**config.mk**
```make
export PLATFORM = sky130hd
export DESIGN_NAME = xml_entity_decode_ws_normalize
export DESIGN_NICKNAME = d
export VERILOG_FILES = /design/src/rtl/core/xedn_pkg.sv /design/src/rtl/core/xedn_ctrl.sv /design/src/rtl/core/xedn_dp.sv /design/src/rtl/core/xml_entity_decode_ws_normalize.sv
export SDC_FILE = /design/constraint.sdc
export NUM_CORES = 1
export LEC_CHECK = 0
export ABC_AREA = 1
export BUFFER_PORTS_ARGS = -buffer_cell sky130_fd_sc_hd__buf_2
export CAP_MARGIN = 20
export CELL_PAD_IN_SITES_DETAIL_PLACEMENT = 1
export CELL_PAD_IN_SITES_GLOBAL_PLACEMENT = 1
export CORE_MARGIN = 3
export CORE_UTILIZATION = 44
export DETAILED_ROUTE_END_ITERATION = 12
export PLACE_DENSITY = 0.76
export SLEW_MARGIN = 15
export SYNTH_ARGS = -nofsm -noshare
export SYNTH_HDL_FRONTEND = slang
export SYNTH_SLANG_ARGS = --single-unit
```
**constraint.sdc**
```tcl
create_clock -name aclk -period 5.7 [get_ports aclk]
set_clock_uncertainty 0.1 [all_clocks]
set_input_delay 1.425 -clock aclk [delete_from_list [all_inputs] [get_ports aclk]]
set_output_delay 1.425 -clock aclk [all_outputs]
set_load 0.01 [all_outputs]
```
**src/rtl/core/xedn_pkg.sv**
```systemverilog
// Shared constants, command codes and status bundle of the entity decoder.
package xedn_pkg;

    // '&' plus up to WIN-1 following bytes; the ';' must fall inside
    localparam int WIN        = 16;
    localparam int RING_AW    = $clog2(WIN);
    localparam int RING_DEPTH = 1 << RING_AW;
    localparam int FILL_W     = $clog2(WIN + 1);

    typedef enum logic [2:0] {
        CMD_IDLE,
        CMD_LOAD,
        CMD_SCAN,
        CMD_REPLAY,
        CMD_EMIT,
        CMD_FLUSH,
        CMD_END
    } cmd_t;

    typedef struct packed {
        logic eq_pend;    // decoded bytes wait for the normaliser
        logic unscanned;  // ring holds bytes not yet scanned
        logic held;       // an entity is open
        logic hold_v;     // a result waits in the hold stage
        logic can_put;    // hold stage can take a result this cycle
        logic out_free;   // output register can take a result this cycle
    } dp_status_t;

endpackage

```
**src/rtl/core/xedn_ctrl.sv**
```systemverilog
// Sequencer of the entity decoder: picks one datapath command per cycle.
module xedn_ctrl (
    input  logic                aclk,
    input  logic                aresetn,
    input  logic                s_tvalid,
    input  logic                s_tlast,
    output logic                s_tready,
    input  xedn_pkg::dp_status_t st,
    output xedn_pkg::cmd_t      cmd
);

    typedef enum logic {
        ST_IDLE,
        ST_WORK
    } state_t;

    state_t state_reg, state_next;
    logic   last_reg, last_next;

    assign s_tready = (state_reg == ST_IDLE);

    always_comb begin
        state_next = state_reg;
        last_next  = last_reg;
        cmd        = xedn_pkg::CMD_IDLE;
        unique case (state_reg)
            ST_IDLE: begin
                if (s_tvalid) begin
                    cmd        = xedn_pkg::CMD_LOAD;
                    last_next  = s_tlast;
                    state_next = ST_WORK;
                end
            end
            ST_WORK: begin
                if (st.eq_pend) begin
                    if (st.can_put) begin
                        cmd = xedn_pkg::CMD_EMIT;
                    end
                end else if (st.unscanned) begin
                    cmd = xedn_pkg::CMD_SCAN;
                end else if (last_reg && st.held) begin
                    cmd = xedn_pkg::CMD_REPLAY;
                end else if (last_reg) begin
                    if (st.out_free) begin
                        cmd        = xedn_pkg::CMD_END;
                        state_next = ST_IDLE;
                    end
                end else if (st.hold_v) begin
                    if (st.out_free) begin
                        cmd        = xedn_pkg::CMD_FLUSH;
                        state_next = ST_IDLE;
                    end
                end else begin
                    state_next = ST_IDLE;
                end
            end
            default: state_next = ST_IDLE;
        endcase
    end

    always_ff @(posedge aclk) begin
        if (!aresetn) begin
            state_reg <= ST_IDLE;
            last_reg  <= 1'b0;
        end else begin
            state_reg <= state_next;
            last_reg  <= last_next;
        end
    end

endmodule

```
**src/rtl/core/xedn_dp.sv**
```systemverilog
// Datapath: byte ring, entity recogniser, UTF-8 encoder, normaliser, output stage.
module xedn_dp (
    input  logic                 aclk,
    input  logic                 aresetn,
    input  xedn_pkg::cmd_t       cmd,
    input  logic [7:0]           in_byte,
    input  logic                 in_has,
    output xedn_pkg::dp_status_t st,
    output logic                 m_tvalid,
    input  logic                 m_tready,
    output logic [7:0]           m_tdata,
    output logic                 m_tuser,
    output logic                 m_tlast
);

    localparam int AW = xedn_pkg::RING_AW;
    localparam int FW = xedn_pkg::FILL_W;
    localparam logic [16:0] ACC_SAT = 17'h10000;

    function automatic logic is_ws(input logic [7:0] b);
        return b == 8'h20 || b == 8'h09 || b == 8'h0D || b == 8'h0A;
    endfunction

    // name letter at index j of an upper-case name packed first letter high
    function automatic logic nm_hit(input logic [31:0] nm, input logic [2:0] len,
                                    input logic [7:0] u, input logic [FW-1:0] j);
        logic [1:0] sel;
        sel = len[1:0] - 2'd1 - j[1:0];
        return (j < FW'(len)) && (u == nm[8*sel +: 8]);
    endfunction

    logic [7:0]    buf_reg [xedn_pkg::RING_DEPTH];
    logic [AW-1:0] head_reg, head_next;
    logic [FW-1:0] tot_reg, tot_next;
    logic [FW-1:0] fill_reg, fill_next;
    logic [4:0]    nm_reg, nm_next;
    logic          hash_reg, hash_next;
    logic          hex_reg, hex_next;
    logic          bad_reg, bad_next;
    logic [16:0]   acc_reg, acc_next;
    logic [7:0]    e0_reg, e0_next, e1_reg, e1_next, e2_reg, e2_next;
    logic [1:0]    ecnt_reg, ecnt_next;
    logic          seen_reg, seen_next;
    logic          pend_reg, pend_next;
    logic          hold_v_reg, hold_v_next;
    logic [7:0]    hold_byte_reg, hold_byte_next;
    logic          out_v_reg, out_v_next;
    logic [7:0]    out_byte_reg, out_byte_next;
    logic          out_ok_reg, out_ok_next;
    logic          out_last_reg, out_last_next;

    logic [7:0]    c, u, put_byte;
    logic [FW-1:0] j, el, newfill;
    logic          do_put, x_case, is_dec, is_af, is_uaf, dig_ok;
    logic [3:0]    d;
    logic [20:0]   prod, sum;
    logic          name_ok, num_ok;
    logic [7:0]    name_char;

    assign c  = buf_reg[head_reg + fill_reg[AW-1:0]];
    assign u  = (c >= "a" && c <= "z") ? c - 8'd32 : c;
    assign j  = fill_reg - FW'(1);
    assign el = fill_reg - FW'(1);
    assign newfill = fill_reg + FW'(1);

    assign x_case = (c == "x") || (c == "X");
    assign is_dec = (c >= "0") && (c <= "9");
    assign is_af  = (c >= "a") && (c <= "f");
    assign is_uaf = (c >= "A") && (c <= "F");
    assign dig_ok = is_dec || (hex_reg && (is_af || is_uaf));
    assign d      = is_dec ? 4'(c - "0") : is_af ? 4'(c - "a" + 8'd10) : 4'(c - "A" + 8'd10);
    assign prod   = hex_reg ? {acc_reg, 4'b0} : ({1'b0, acc_reg, 3'b0} + {3'b0, acc_reg, 1'b0});
    assign sum    = prod + {17'b0, d};

    always_comb begin
        name_ok   = 1'b1;
        name_char = "&";
        if (nm_reg[0] && el == FW'(3)) begin
            name_char = "&";
        end else if (nm_reg[1] && el == FW'(2)) begin
            name_char = "<";
        end else if (nm_reg[2] && el == FW'(2)) begin
            name_char = ">";
        end else if (nm_reg[3] && el == FW'(4)) begin
            name_char = "\"";
        end else if (nm_reg[4] && el == FW'(4)) begin
            name_char = "'";
        end else begin
            name_ok = 1'b0;
        end
    end
    assign num_ok = hash_reg && !bad_reg && acc_reg != 17'd0 && acc_reg < ACC_SAT;

    assign st.eq_pend   = ecnt_reg != 2'd0;
    assign st.unscanned = fill_reg != tot_reg;
    assign st.held      = fill_reg != FW'(0);
    assign st.hold_v    = hold_v_reg;
    assign st.out_free  = !out_v_reg || m_tready;
    assign st.can_put   = !hold_v_reg || !out_v_reg || m_tready;

    always_comb begin
        head_next      = head_reg;
        tot_next       = tot_reg;
        fill_next      = fill_reg;
        nm_next        = nm_reg;
        hash_next      = hash_reg;
        hex_next       = hex_reg;
        bad_next       = bad_reg;
        acc_next       = acc_reg;
        e0_next        = e0_reg;
        e1_next        = e1_reg;
        e2_next        = e2_reg;
        ecnt_next      = ecnt_reg;
        seen_next      = seen_reg;
        pend_next      = pend_reg;
        hold_v_next    = hold_v_reg;
        hold_byte_next = hold_byte_reg;
        out_v_next     = out_v_reg && !m_tready;
        out_byte_next  = out_byte_reg;
        out_ok_next    = out_ok_reg;
        out_last_next  = out_last_reg;
        do_put         = 1'b0;
        put_byte       = e0_reg;
        case (cmd)
            xedn_pkg::CMD_LOAD: begin
                if (in_has) begin
                    tot_next = tot_reg + FW'(1);
                end
            end
            xedn_pkg::CMD_SCAN: begin
                if (fill_reg == FW'(0)) begin
                    if (c == "&") begin
                        fill_next = FW'(1);
                        nm_next   = 5'b11111;
                        hash_next = 1'b0;
                        hex_next  = 1'b0;
                        bad_next  = 1'b0;
                        acc_next  = 17'd0;
                    end else begin
                        e0_next   = c;
                        ecnt_next = 2'd1;
                        head_next = head_reg + AW'(1);
                        tot_next  = tot_reg - FW'(1);
                    end
                end else if (c == ";" && (name_ok || num_ok)) begin
                    // decoded: drop the whole entity from the ring
                    head_next = head_reg + newfill[AW-1:0];
                    tot_next  = tot_reg - newfill;
                    fill_next = FW'(0);
                    if (name_ok) begin
                        e0_next   = name_char;
                        ecnt_next = 2'd1;
                    end else if (acc_reg < 17'h80) begin
                        e0_next   = acc_reg[7:0];
                        ecnt_next = 2'd1;
                    end else if (acc_reg < 17'h800) begin
                        e0_next   = 8'hC0 | {3'b0, acc_reg[10:6]};
                        e1_next   = 8'h80 | {2'b0, acc_reg[5:0]};
                        ecnt_next = 2'd2;
                    end else begin
                        e0_next   = 8'hE0 | {4'b0, acc_reg[15:12]};
                        e1_next   = 8'h80 | {2'b0, acc_reg[11:6]};
                        e2_next   = 8'h80 | {2'b0, acc_reg[5:0]};
                        ecnt_next = 2'd3;
                    end
                end else if (c == ";" || fill_reg == FW'(xedn_pkg::WIN - 1)) begin
                    // not recognised: emit '&' and rescan what followed it
                    e0_next   = "&";
                    ecnt_next = 2'd1;
                    head_next = head_reg + AW'(1);
                    tot_next  = tot_reg - FW'(1);
                    fill_next = FW'(0);
                end else begin
                    fill_next  = newfill;
                    nm_next[0] = nm_reg[0] && nm_hit("AMP",  3'd3, u, j);
                    nm_next[1] = nm_reg[1] && nm_hit("LT",   3'd2, u, j);
                    nm_next[2] = nm_reg[2] && nm_hit("GT",   3'd2, u, j);
                    nm_next[3] = nm_reg[3] && nm_hit("QUOT", 3'd4, u, j);
                    nm_next[4] = nm_reg[4] && nm_hit("APOS", 3'd4, u, j);
                    if (j == FW'(0)) begin
                        hash_next = (c == "#");
                    end else if (j == FW'(1) && x_case) begin
                        hex_next = 1'b1;
                    end else if (hash_reg && !bad_reg) begin
                        if (!dig_ok) begin
                            bad_next = 1'b1;
                        end else begin
                            acc_next = (sum > {4'b0, ACC_SAT}) ? ACC_SAT : sum[16:0];
                        end
                    end
                end
            end
            xedn_pkg::CMD_REPLAY: begin
                e0_next   = "&";
                ecnt_next = 2'd1;
                head_next = head_reg + AW'(1);
                tot_next  = tot_reg - FW'(1);
                fill_next = FW'(0);
            end
            xedn_pkg::CMD_EMIT: begin
                if (is_ws(e0_reg)) begin
                    if (seen_reg) begin
                        pend_next = 1'b1;
                    end
                    e0_next   = e1_reg;
                    e1_next   = e2_reg;
                    ecnt_next = ecnt_reg - 2'd1;
                end else if (pend_reg) begin
                    do_put    = 1'b1;
                    put_byte  = 8'h20;
                    pend_next = 1'b0;
                end else begin
                    do_put    = 1'b1;
                    seen_next = 1'b1;
                    e0_next   = e1_reg;
                    e1_next   = e2_reg;
                    ecnt_next = ecnt_reg - 2'd1;
                end
            end
            xedn_pkg::CMD_FLUSH: begin
                out_v_next    = 1'b1;
                out_byte_next = hold_byte_reg;
                out_ok_next   = 1'b1;
                out_last_next = 1'b0;
                hold_v_next   = 1'b0;
            end
            xedn_pkg::CMD_END: begin
                out_v_next    = 1'b1;
                out_byte_next = hold_v_reg ? hold_byte_reg : 8'd0;
                out_ok_next   = hold_v_reg;
                out_last_next = 1'b1;
                hold_v_next   = 1'b0;
                seen_next     = 1'b0;
                pend_next     = 1'b0;
            end
            default: ;
        endcase
        if (do_put) begin
            if (hold_v_reg) begin
                out_v_next    = 1'b1;
                out_byte_next = hold_byte_reg;
                out_ok_next   = 1'b1;
                out_last_next = 1'b0;
            end
            hold_v_next    = 1'b1;
            hold_byte_next = put_byte;
        end
    end

    always_ff @(posedge aclk) begin
        if (cmd == xedn_pkg::CMD_LOAD && in_has) begin
            buf_reg[head_reg + tot_reg[AW-1:0]] <= in_byte;
        end
    end

    always_ff @(posedge aclk) begin
        if (!aresetn) begin
            head_reg   <= '0;
            tot_reg    <= '0;
            fill_reg   <= '0;
            ecnt_reg   <= '0;
            seen_reg   <= 1'b0;
            pend_reg   <= 1'b0;
            hold_v_reg <= 1'b0;
            out_v_reg  <= 1'b0;
        end else begin
            head_reg   <= head_next;
            tot_reg    <= tot_next;
            fill_reg   <= fill_next;
            ecnt_reg   <= ecnt_next;
            seen_reg   <= seen_next;
            pend_reg   <= pend_next;
            hold_v_reg <= hold_v_next;
            out_v_reg  <= out_v_next;
        end
        nm_reg        <= nm_next;
        hash_reg      <= hash_next;
        hex_reg       <= hex_next;
        bad_reg       <= bad_next;
        acc_reg       <= acc_next;
        e0_reg        <= e0_next;
        e1_reg        <= e1_next;
        e2_reg        <= e2_next;
        hold_byte_reg <= hold_byte_next;
        out_byte_reg  <= out_byte_next;
        out_ok_reg    <= out_ok_next;
        out_last_reg  <= out_last_next;
    end

    assign m_tvalid = out_v_reg;
    assign m_tdata  = out_byte_reg;
    assign m_tuser  = out_ok_reg;
    assign m_tlast  = out_last_reg;

    a_fill_in_ring: assert property (@(posedge aclk) disable iff (!aresetn)
        fill_reg <= tot_reg)
        else $error("open entity longer than ring contents");

    a_scan_drained: assert property (@(posedge aclk) disable iff (!aresetn)
        cmd == xedn_pkg::CMD_SCAN |-> ecnt_reg == 2'd0)
        else $error("scan issued while decoded bytes wait");

    a_end_marks: assert property (@(posedge aclk) disable iff (!aresetn)
        cmd == xedn_pkg::CMD_END |=> out_v_reg && out_last_reg && !hold_v_reg)
        else $error("end of run not presented");

    a_end_empty: assert property (@(posedge aclk) disable iff (!aresetn)
        cmd == xedn_pkg::CMD_END |-> tot_reg == '0 && ecnt_reg == 2'd0)
        else $error("end of run with bytes left");

endmodule

```
**src/rtl/core/xml_entity_decode_ws_normalize.sv**
```systemverilog
// Top level of the XML character-entity decoder with whitespace normalisation.
//
// Input channel (s_): one text byte per transaction. s_tuser flags that s_tdata
// carries a byte (low: bare end marker); s_tlast closes the text run.
// Output channel (m_): one decoded byte per transaction. m_tuser is the byte
// valid flag (low only on the empty final marker); m_tlast marks the final
// result of a run.
// Throughput: the input is taken only when the previous transaction has been
// fully worked off. A plain byte passes through accept, scan, emit and return;
// a byte inside an entity through accept, scan and return. An unrecognised
// entity emits '&' and rescans the held bytes through the sequencer, one scan
// step per cycle while no decoded byte waits for the normaliser.
// Each emitted byte uses one normaliser step, plus one for an inserted space.
// Latency: one result is held back in a hold stage so the run end can be put on
// the true final result; it is released at the end of each transaction.
// Reset: clears the ring pointers, the open entity, the whitespace flags and
// both result stages. A stalled receiver stops the normaliser once the hold
// stage and the output register are full; nothing is lost.
module xml_entity_decode_ws_normalize (
    input  logic       aclk,
    input  logic       aresetn,
    input  logic       s_tvalid,
    output logic       s_tready,
    input  logic [7:0] s_tdata,   // [7:0] in_byte
    input  logic       s_tuser,   // [0] has_byte
    input  logic       s_tlast,
    output logic       m_tvalid,
    input  logic       m_tready,
    output logic [7:0] m_tdata,   // [7:0] out_byte
    output logic       m_tuser,   // [0] byte_valid
    output logic       m_tlast
);

    xedn_pkg::dp_status_t st;
    xedn_pkg::cmd_t       cmd;

    // sequencer: one command per cycle
    xedn_ctrl u_ctrl (
        .aclk     (aclk),
        .aresetn  (aresetn),
        .s_tvalid (s_tvalid),
        .s_tlast  (s_tlast),
        .s_tready (s_tready),
        .st       (st),
        .cmd      (cmd)
    );

    // ring, recogniser, normaliser and result stages
    xedn_dp u_dp (
        .aclk     (aclk),
        .aresetn  (aresetn),
        .cmd      (cmd),
        .in_byte  (s_tdata),
        .in_has   (s_tuser),
        .st       (st),
        .m_tvalid (m_tvalid),
        .m_tready (m_tready),
        .m_tdata  (m_tdata),
        .m_tuser  (m_tuser),
        .m_tlast  (m_tlast)
    );

endmodule

```
==> run metrics, run 1 <==
initial antenna violation count=0; Synth Area in Simple Gates=31.5%; fraction of layout instances using a drive strength above 1=12.4%; Slew Viols, Final=0; I/O pin count=26; maximum net fanout on the critical path=21; power density normalized to cell area=415 nW/um2; maximum number of pins on one net before global-route repair=36; Worst setup EP type=flip-flop; insertion delay to the later sink of the worst-skew pair=around 540 ps; number of unique standard cell types used by synthesis=55; area share of xor/xnor cells in the synthesized design=~2.3%; Tmin final=5410 ps; met1 layer usage reported by global route=32.6%; starting utilization of the core area=45.3%; placed instance count=2,063; overall track demand over capacity in global routing=approximately a quarter; Adder-Cell Fraction of Synth Area=5.64%; footprint of the flip-flops and latches=6080 um2; YS warnings=0; class of the tightest hold or removal check=flip-flop to flip-flop; Post-route DRC=0; ys flop type=sky130_fd_sc_hd__edfxtp_1; GR Overflow Total=0; die boundary height=179 um; Worst Path Arrival=5700 ps; highest ir drop seen on vdd=0.000248 V; achievable frequency=185 MHz; number of filler instances in the final layout=between 3,000 and 4,000; main combinational cell family by area after synthesis=simple AND/OR/NAND/NOR gates; flop and latch count out of synthesis=213; Final Cycle Share=94.8%; GR Util met3=2.92%; met2 Resource Use GR=40.8%; number of global-route vias before repair=11,600; cell count after synthesis=1,665; status=finished, final reports clean; Layout Nets=1,792; count of antenna-violating nets left after detailed routing=0; clock tree root driver cell=sky130_fd_sc_hd__clkbuf_16; first-pass GRT wire length=slightly above 60 mm; multi-input logic area=6140 um2; grt peak-use layer=met2; required time of the worst setup path=around 6000 ps; sequential element share of the synthesized area=46.0%; clock edge transition at the registers on the reported setup and hold paths=60 ps; clock sink count=213; Leakage=6.57 nW; synthesized area per cell=7.94 um2; number of enable flip-flop cells after synthesis=181; number of maximum-capacitance violations=0; deepest clock path buffer count=3; Power, Total=0.00620 W; WL per Instance=18.3 um; slowest cell on the critical path=sky130_fd_sc_hd__fa_2; global placer's final weighted congestion=between 0.8 and 0.9; DPL Wire Length=around 28 mm; via total after detailed routing=11,400; routed wire length=38.9 mm; Hold Violations, Final=0; area of the core=29,200 um2; final standard cell count with taps included and fillers excluded=2,125; Worst Tran Pin Value=between 1000 and 1500 ps; router iterations before antenna repair=5; vias per cell=5.36; biggest cell delay along the critical path=640 ps; mapped cell area=13,200 um2; cell seen most often among critical-path stages=sky130_fd_sc_hd__nand2_1; synthesis-to-layout area growth=13.1%; TritonCTS buffer count=24; clock tree from TritonCTS=done; H-Tree Level Count=1; # rows=62; Mapped Nets=1,735; final setup vio count=0; asr flop ratio synth=0%; nature of the critical path startpoint=flip-flop; Total Die Area=between 30,000 and 40,000 um2; mux cell area share after synthesis=0%; worst-case hold slack=374 ps; instance area after placement=13,800 um2; hold-fix buffers at CTS=0; DRC violation total after the first TritonRoute iteration=between 700 and 800; Layout Cell Area excl Fill=15,000 um2; Max-Slew Margin vs Limit=roughly a third; Port-buffer cells=25; WS Path Type=flip-flop to flip-flop; post-synthesis compound-gate area fraction=6.13%; floorplan die width=179 um; number of flip-flops in the largest register=128
-- cells by family (layout without fill, tap and decap cells) --
kind of cell,count (synthesis),count (layout)
fa+ha+maj,56,56
xor+xnor,32,32
buf+inv,274,349
other cells,0,1
simple gates,949,949
flops,213,213
compound gates,141,141
-- per-layer routing --
metal	up-vias	wire, um	share of wire [%]
met3	68	1520	3.9
li1	5546	-	-
met4	0	909	2.3
met1	5555	18000	46
met2	217	18500	47
met5	-	0	0
-- worst paths after layout --
path	startpoint	end	slack, ps	depth (start not counted)
hold / removal	u_dp.m_tlast	u_dp.m_tlast	370	2
setup / recovery	u_dp.fill_reg[0]	u_dp.acc_reg[5]	290	37
hold reg to reg	u_dp.m_tlast	u_dp.m_tlast	370	2
setup reg to reg	u_dp.fill_reg[0]	u_dp.acc_reg[5]	290	37
-- Yosys cell counts, drive strengths merged (11+ instances only) --
library cell | n | area, um2
or2 | 11 | 68.8
clkbuf | 14 | 52.6
nor2 | 170 | 748
nor3 | 14 | 75.1
nand3 | 187 | 983
dfxtp | 32 | 641
nand4 | 20 | 125
o21ai | 55 | 275
nand2 | 538 | 2100
inv | 228 | 861
buf | 27 | 183
edfxtp | 181 | 5440
a21oi | 47 | 239
ha | 50 | 626
xor2 | 22 | 193
-- layout make-up --
type | count | share of cell area [%]
antenna | 1 | 0.0167
clock buffer | 29 | 4.14
clock inverter | 15 | 1.26
inverter | 233 | 5.91
multi-input combinational | 1178 | 41.1
sequential | 213 | 40.6
tap | 384 | 3.21
timing repair buffer | 72 | 3.73
-- critical path: cells and delay by family, from the launching register on --
| kind | cells | cell delay, ps |
|---|---|---|
| AND/OR/NAND/NOR | 25 | 2470 |
| adder cells (fa/ha/maj) | 5 | 1580 |
| buffers and inverters | 5 | 570 |
| flip-flops | 1 | 320 |
| AO/OA/AOI/OAI | 2 | 210 |
-- repair_timing --
action / in CTS / in global routing
endpoints found under the setup margin: 15 / 17
endpoints found under the hold margin: 0 / 0
gates resized for setup: 1 / 44
setup buffers: 3 / 14
pin swaps: 1 / 18
-- through the flow --
| step | setup TNS, ps | worst slack (ps) | utilization (%) |
|---|---|---|---|
| 5_1_grt | -1280 | -115 | 51.3 |
| 6_report | 0 | 295 | 51.3 |
| 3_5_place_dp | -899 | -98.2 | 47.5 |
| 3_3_place_gp | 0 | 81.5 | 47.5 |
| 4_1_cts | 0 | 6.91 | 50.4 |
| 2_1_floorplan | 0 | 376 | - |
-- cells in the final DEF (no fill, tap or decap), types with 6 or more instances in the layout --
cell,n
sky130_fd_sc_hd__nor2_4,16
sky130_fd_sc_hd__nand3_1,176
sky130_fd_sc_hd__nand4_1,20
sky130_fd_sc_hd__o22ai_1,6
sky130_fd_sc_hd__nand2_2,26
sky130_fd_sc_hd__nand3_2,10
sky130_fd_sc_hd__nor2_2,14
sky130_fd_sc_hd__buf_2,25
sky130_fd_sc_hd__or2_2,8
sky130_fd_sc_hd__buf_4,37
sky130_fd_sc_hd__nor3_1,13
sky130_fd_sc_hd__inv_2,11
sky130_fd_sc_hd__xnor2_1,9
sky130_fd_sc_hd__edfxtp_1,181
sky130_fd_sc_hd__dfxtp_1,32
sky130_fd_sc_hd__clkbuf_16,24
sky130_fd_sc_hd__a21oi_1,45
sky130_fd_sc_hd__o21ai_0,49
sky130_fd_sc_hd__xor2_1,22
sky130_fd_sc_hd__inv_1,215
sky130_fd_sc_hd__nor2_1,140
sky130_fd_sc_hd__a31oi_1,10
sky130_fd_sc_hd__o21ai_1,6
sky130_fd_sc_hd__nand2_1,507
sky130_fd_sc_hd__ha_1,46
-- report_power, final --
group | total (W) | internal, W | switching [W]
clock network | 0.00157 | 0.000921 | 0.000648
logic | 0.00265 | 0.000907 | 0.00174
registers | 0.00198 | 0.00189 | 0.0000898
Note: power is estimated with default switching activity, not from simulation.
==> run 2: changes to the inputs <==
CORE_UTILIZATION = 52   (was 44)
HOLD_SLACK_MARGIN = 0.06   (was default)
PLACE_DENSITY = default   (was 0.76)
PLACE_DENSITY_LB_ADDON = 0.15   (was default)
clock period = 6.9 ns   (was 5.7 ns; I/O delays follow)
==> run 2 against run 1 <==
Setup slack improved by 160 ps. Largest cell class is now flip-flops and latches. Cell count fell by 4.5%. Count of clock-buffer cells in the layout rose by 3. Non-clock buffer count fell by 35. Die area fell by 15%. Global-route usage rose by 4.2 points. Sequential share of layout area rose by 1.6 points.
==> run metrics, run 2 (synthesis gave the netlist of run 1 again) <==
status=finished, final reports clean (unchanged); number of flip-flops in the largest register=128 (unchanged); Slew Viols, Final=0 (unchanged); number of global-route vias before repair=11,700 (was 11,600); H-Tree Level Count=1 (unchanged); Leakage=6.36 nW (was 6.57 nW); starting utilization of the core area=53.6% (was 45.3%); I/O pin count=26 (unchanged); count of antenna-violating nets left after detailed routing=0 (unchanged); router iterations before antenna repair=5 (unchanged); area of the core=24,700 um2 (was 29,200 um2); Worst Tran Pin Value=981 ps (was 1020 ps); # rows=57 (was 62); most frequent cells in the layout=sky130_fd_sc_hd__nand2_1, sky130_fd_sc_hd__inv_1, sky130_fd_sc_hd__edfxtp_1 (unchanged); slowest cell on the critical path=sky130_fd_sc_hd__dfxtp_1 (was sky130_fd_sc_hd__fa_2); initial antenna violation count=0 (unchanged); die boundary height=165 um (was 179 um); GR Overflow Total=0 (unchanged); clock tree from TritonCTS=done (unchanged); WS Path Type=flip-flop to flip-flop (unchanged); maximum number of pins on one net before global-route repair=66 (was 36); Final Cycle Share=93.4% (was 94.8%); routed wire length=38.4 mm (was 38.9 mm); Tmin final=6440 ps (was 5410 ps); highest ir drop seen on vdd=0.000263 V (was 0.000248 V); clock tree root driver cell=sky130_fd_sc_hd__clkbuf_16 (unchanged); deepest clock path buffer count=3 (unchanged); power density normalized to cell area=337 nW/um2 (was 415 nW/um2); DRC violation total after the first TritonRoute iteration=876 (was 739); required time of the worst setup path=7180 ps (was 5990 ps); floorplan die width=165 um (was 179 um); clock edge transition at the registers on the reported setup and hold paths=60 ps (about the same); insertion delay to the later sink of the worst-skew pair=520 ps (was 540 ps); Power, Total=0.00485 W (was 0.00620 W); final setup vio count=0 (unchanged); number of buffers and inverters on the critical path=8 (was 5); number of filler instances in the final layout=3,094 (was 3,606); achievable frequency=155 MHz (was 185 MHz); Layout Cell Area excl Fill=14,400 um2 (was 15,000 um2); Inserted Diodes=0 (was 1); Worst setup EP type=flip-flop (unchanged); instance area after placement=13,600 um2 (was 13,800 um2); vias per cell=5.59 (was 5.36); leading cell type in the layout, fill and taps excluded=sky130_fd_sc_hd__nand2_1 (unchanged); number of maximum-capacitance violations=0 (unchanged); Post-route DRC=0 (unchanged); Max-Slew Margin vs Limit=34.4% (was 31.8%); biggest cell delay along the critical path=510 ps (was 640 ps); global placer's final weighted congestion=0.894 (was 0.868); overall track demand over capacity in global routing=28.2% (was 24.0%); cell family with most CP delay=simple AND/OR/NAND/NOR gates (unchanged); worst-case hold slack=373 ps (was 374 ps); Port-buffer cells=25 (unchanged); maximum net fanout on the critical path=14 (was 21); clock sink count=213 (unchanged); hold-fix buffers at CTS=0 (unchanged); fraction of layout instances using a drive strength above 1=8.74% (was 12.4%); Total Die Area=27,400 um2 (was 32,200 um2); DPL Wire Length=27.5 mm (was 28.3 mm); TritonCTS buffer count=24 (unchanged); minimum setup slack among reg-to-reg paths=460 ps (was 290 ps); Hold Violations, Final=0 (unchanged); via total after detailed routing=11,300 (was 11,400); WL per Instance=18.9 um (was 18.3 um); Final Core Density=58.3% (was 51.3%); class of the tightest hold or removal check=flip-flop to flip-flop (unchanged); nature of the critical path startpoint=flip-flop (unchanged); cell seen most often among critical-path stages=sky130_fd_sc_hd__nand2_1 (unchanged); Layout Nets=1,757 (was 1,792); Worst Path Arrival=6720 ps (was 5700 ps); synthesis-to-layout area growth=8.92% (was 13.1%); first-pass GRT wire length=61.0 mm (was 61.1 mm)
## run 2: path summary, 6_finish.rpt
check	start	endpoint	cells after the start
max reg2reg	u_dp.fill_reg[0]	u_dp.acc_reg[13]	40
max	u_dp.fill_reg[0]	u_dp.acc_reg[13]	40
min	u_dp.m_tlast	u_dp.m_tlast	2
min reg2reg	u_dp.m_tlast	u_dp.m_tlast	2
## run 2: power breakdown
part	internal, W	leakage, nW	switching, W
combinational	0.000603	4.07	0.00138
sequential	0.00157	1.93	0.0000844
clock	0.000708	0.362	0.000510
## run 2: timing repair
item	CTS	global route
setup endpoints to repair	0	16
setup buffers	0	2
resized for setup	0	3
## run 2: through the flow
stage,setup TNS (ps),cells,setup slack (ps)
3_5_place_dp,0,1983,393
4_1_cts,0,2027,269
6_report,0,2029,458
5_1_grt,-142,2029,-28.8
3_3_place_gp,0,1983,749
2_1_floorplan,0,1665,1580
## run 2: cell type report
| cell class | instances | area [um2] | share of cell area, % |
|---|---|---|---|
| timing repair buffer | 37 | 256 | 1.78 |
| clock inverter | 12 | 80.1 | 0.556 |
| multi-input combinational | 1178 | 6030 | 41.9 |
| tap | 324 | 405 | 2.82 |
| sequential | 213 | 6080 | 42.2 |
| clock buffer | 32 | 662 | 4.60 |
| inverter | 233 | 883 | 6.14 |
## run 2: layer usage
metal | routed length (um) | track usage (%) | vias up | part of all wire (%)
met1 | 17300 | 38.7 | 5541 | 45
met3 | 1840 | 3.79 | 72 | 4.8
li1 | - | - | 5475 | -
met2 | 18300 | 47.4 | 257 | 48
met4 | 926 | 6.92 | 0 | 2.4
met5 | 0 | 0 | - | 0
## run 2: worst min-delay path, cell delays in order (launching register included)
cell	delay (ps)
sky130_fd_sc_hd__dfxtp_1	310
sky130_fd_sc_hd__nand2_1	60
sky130_fd_sc_hd__a21oi_1	50
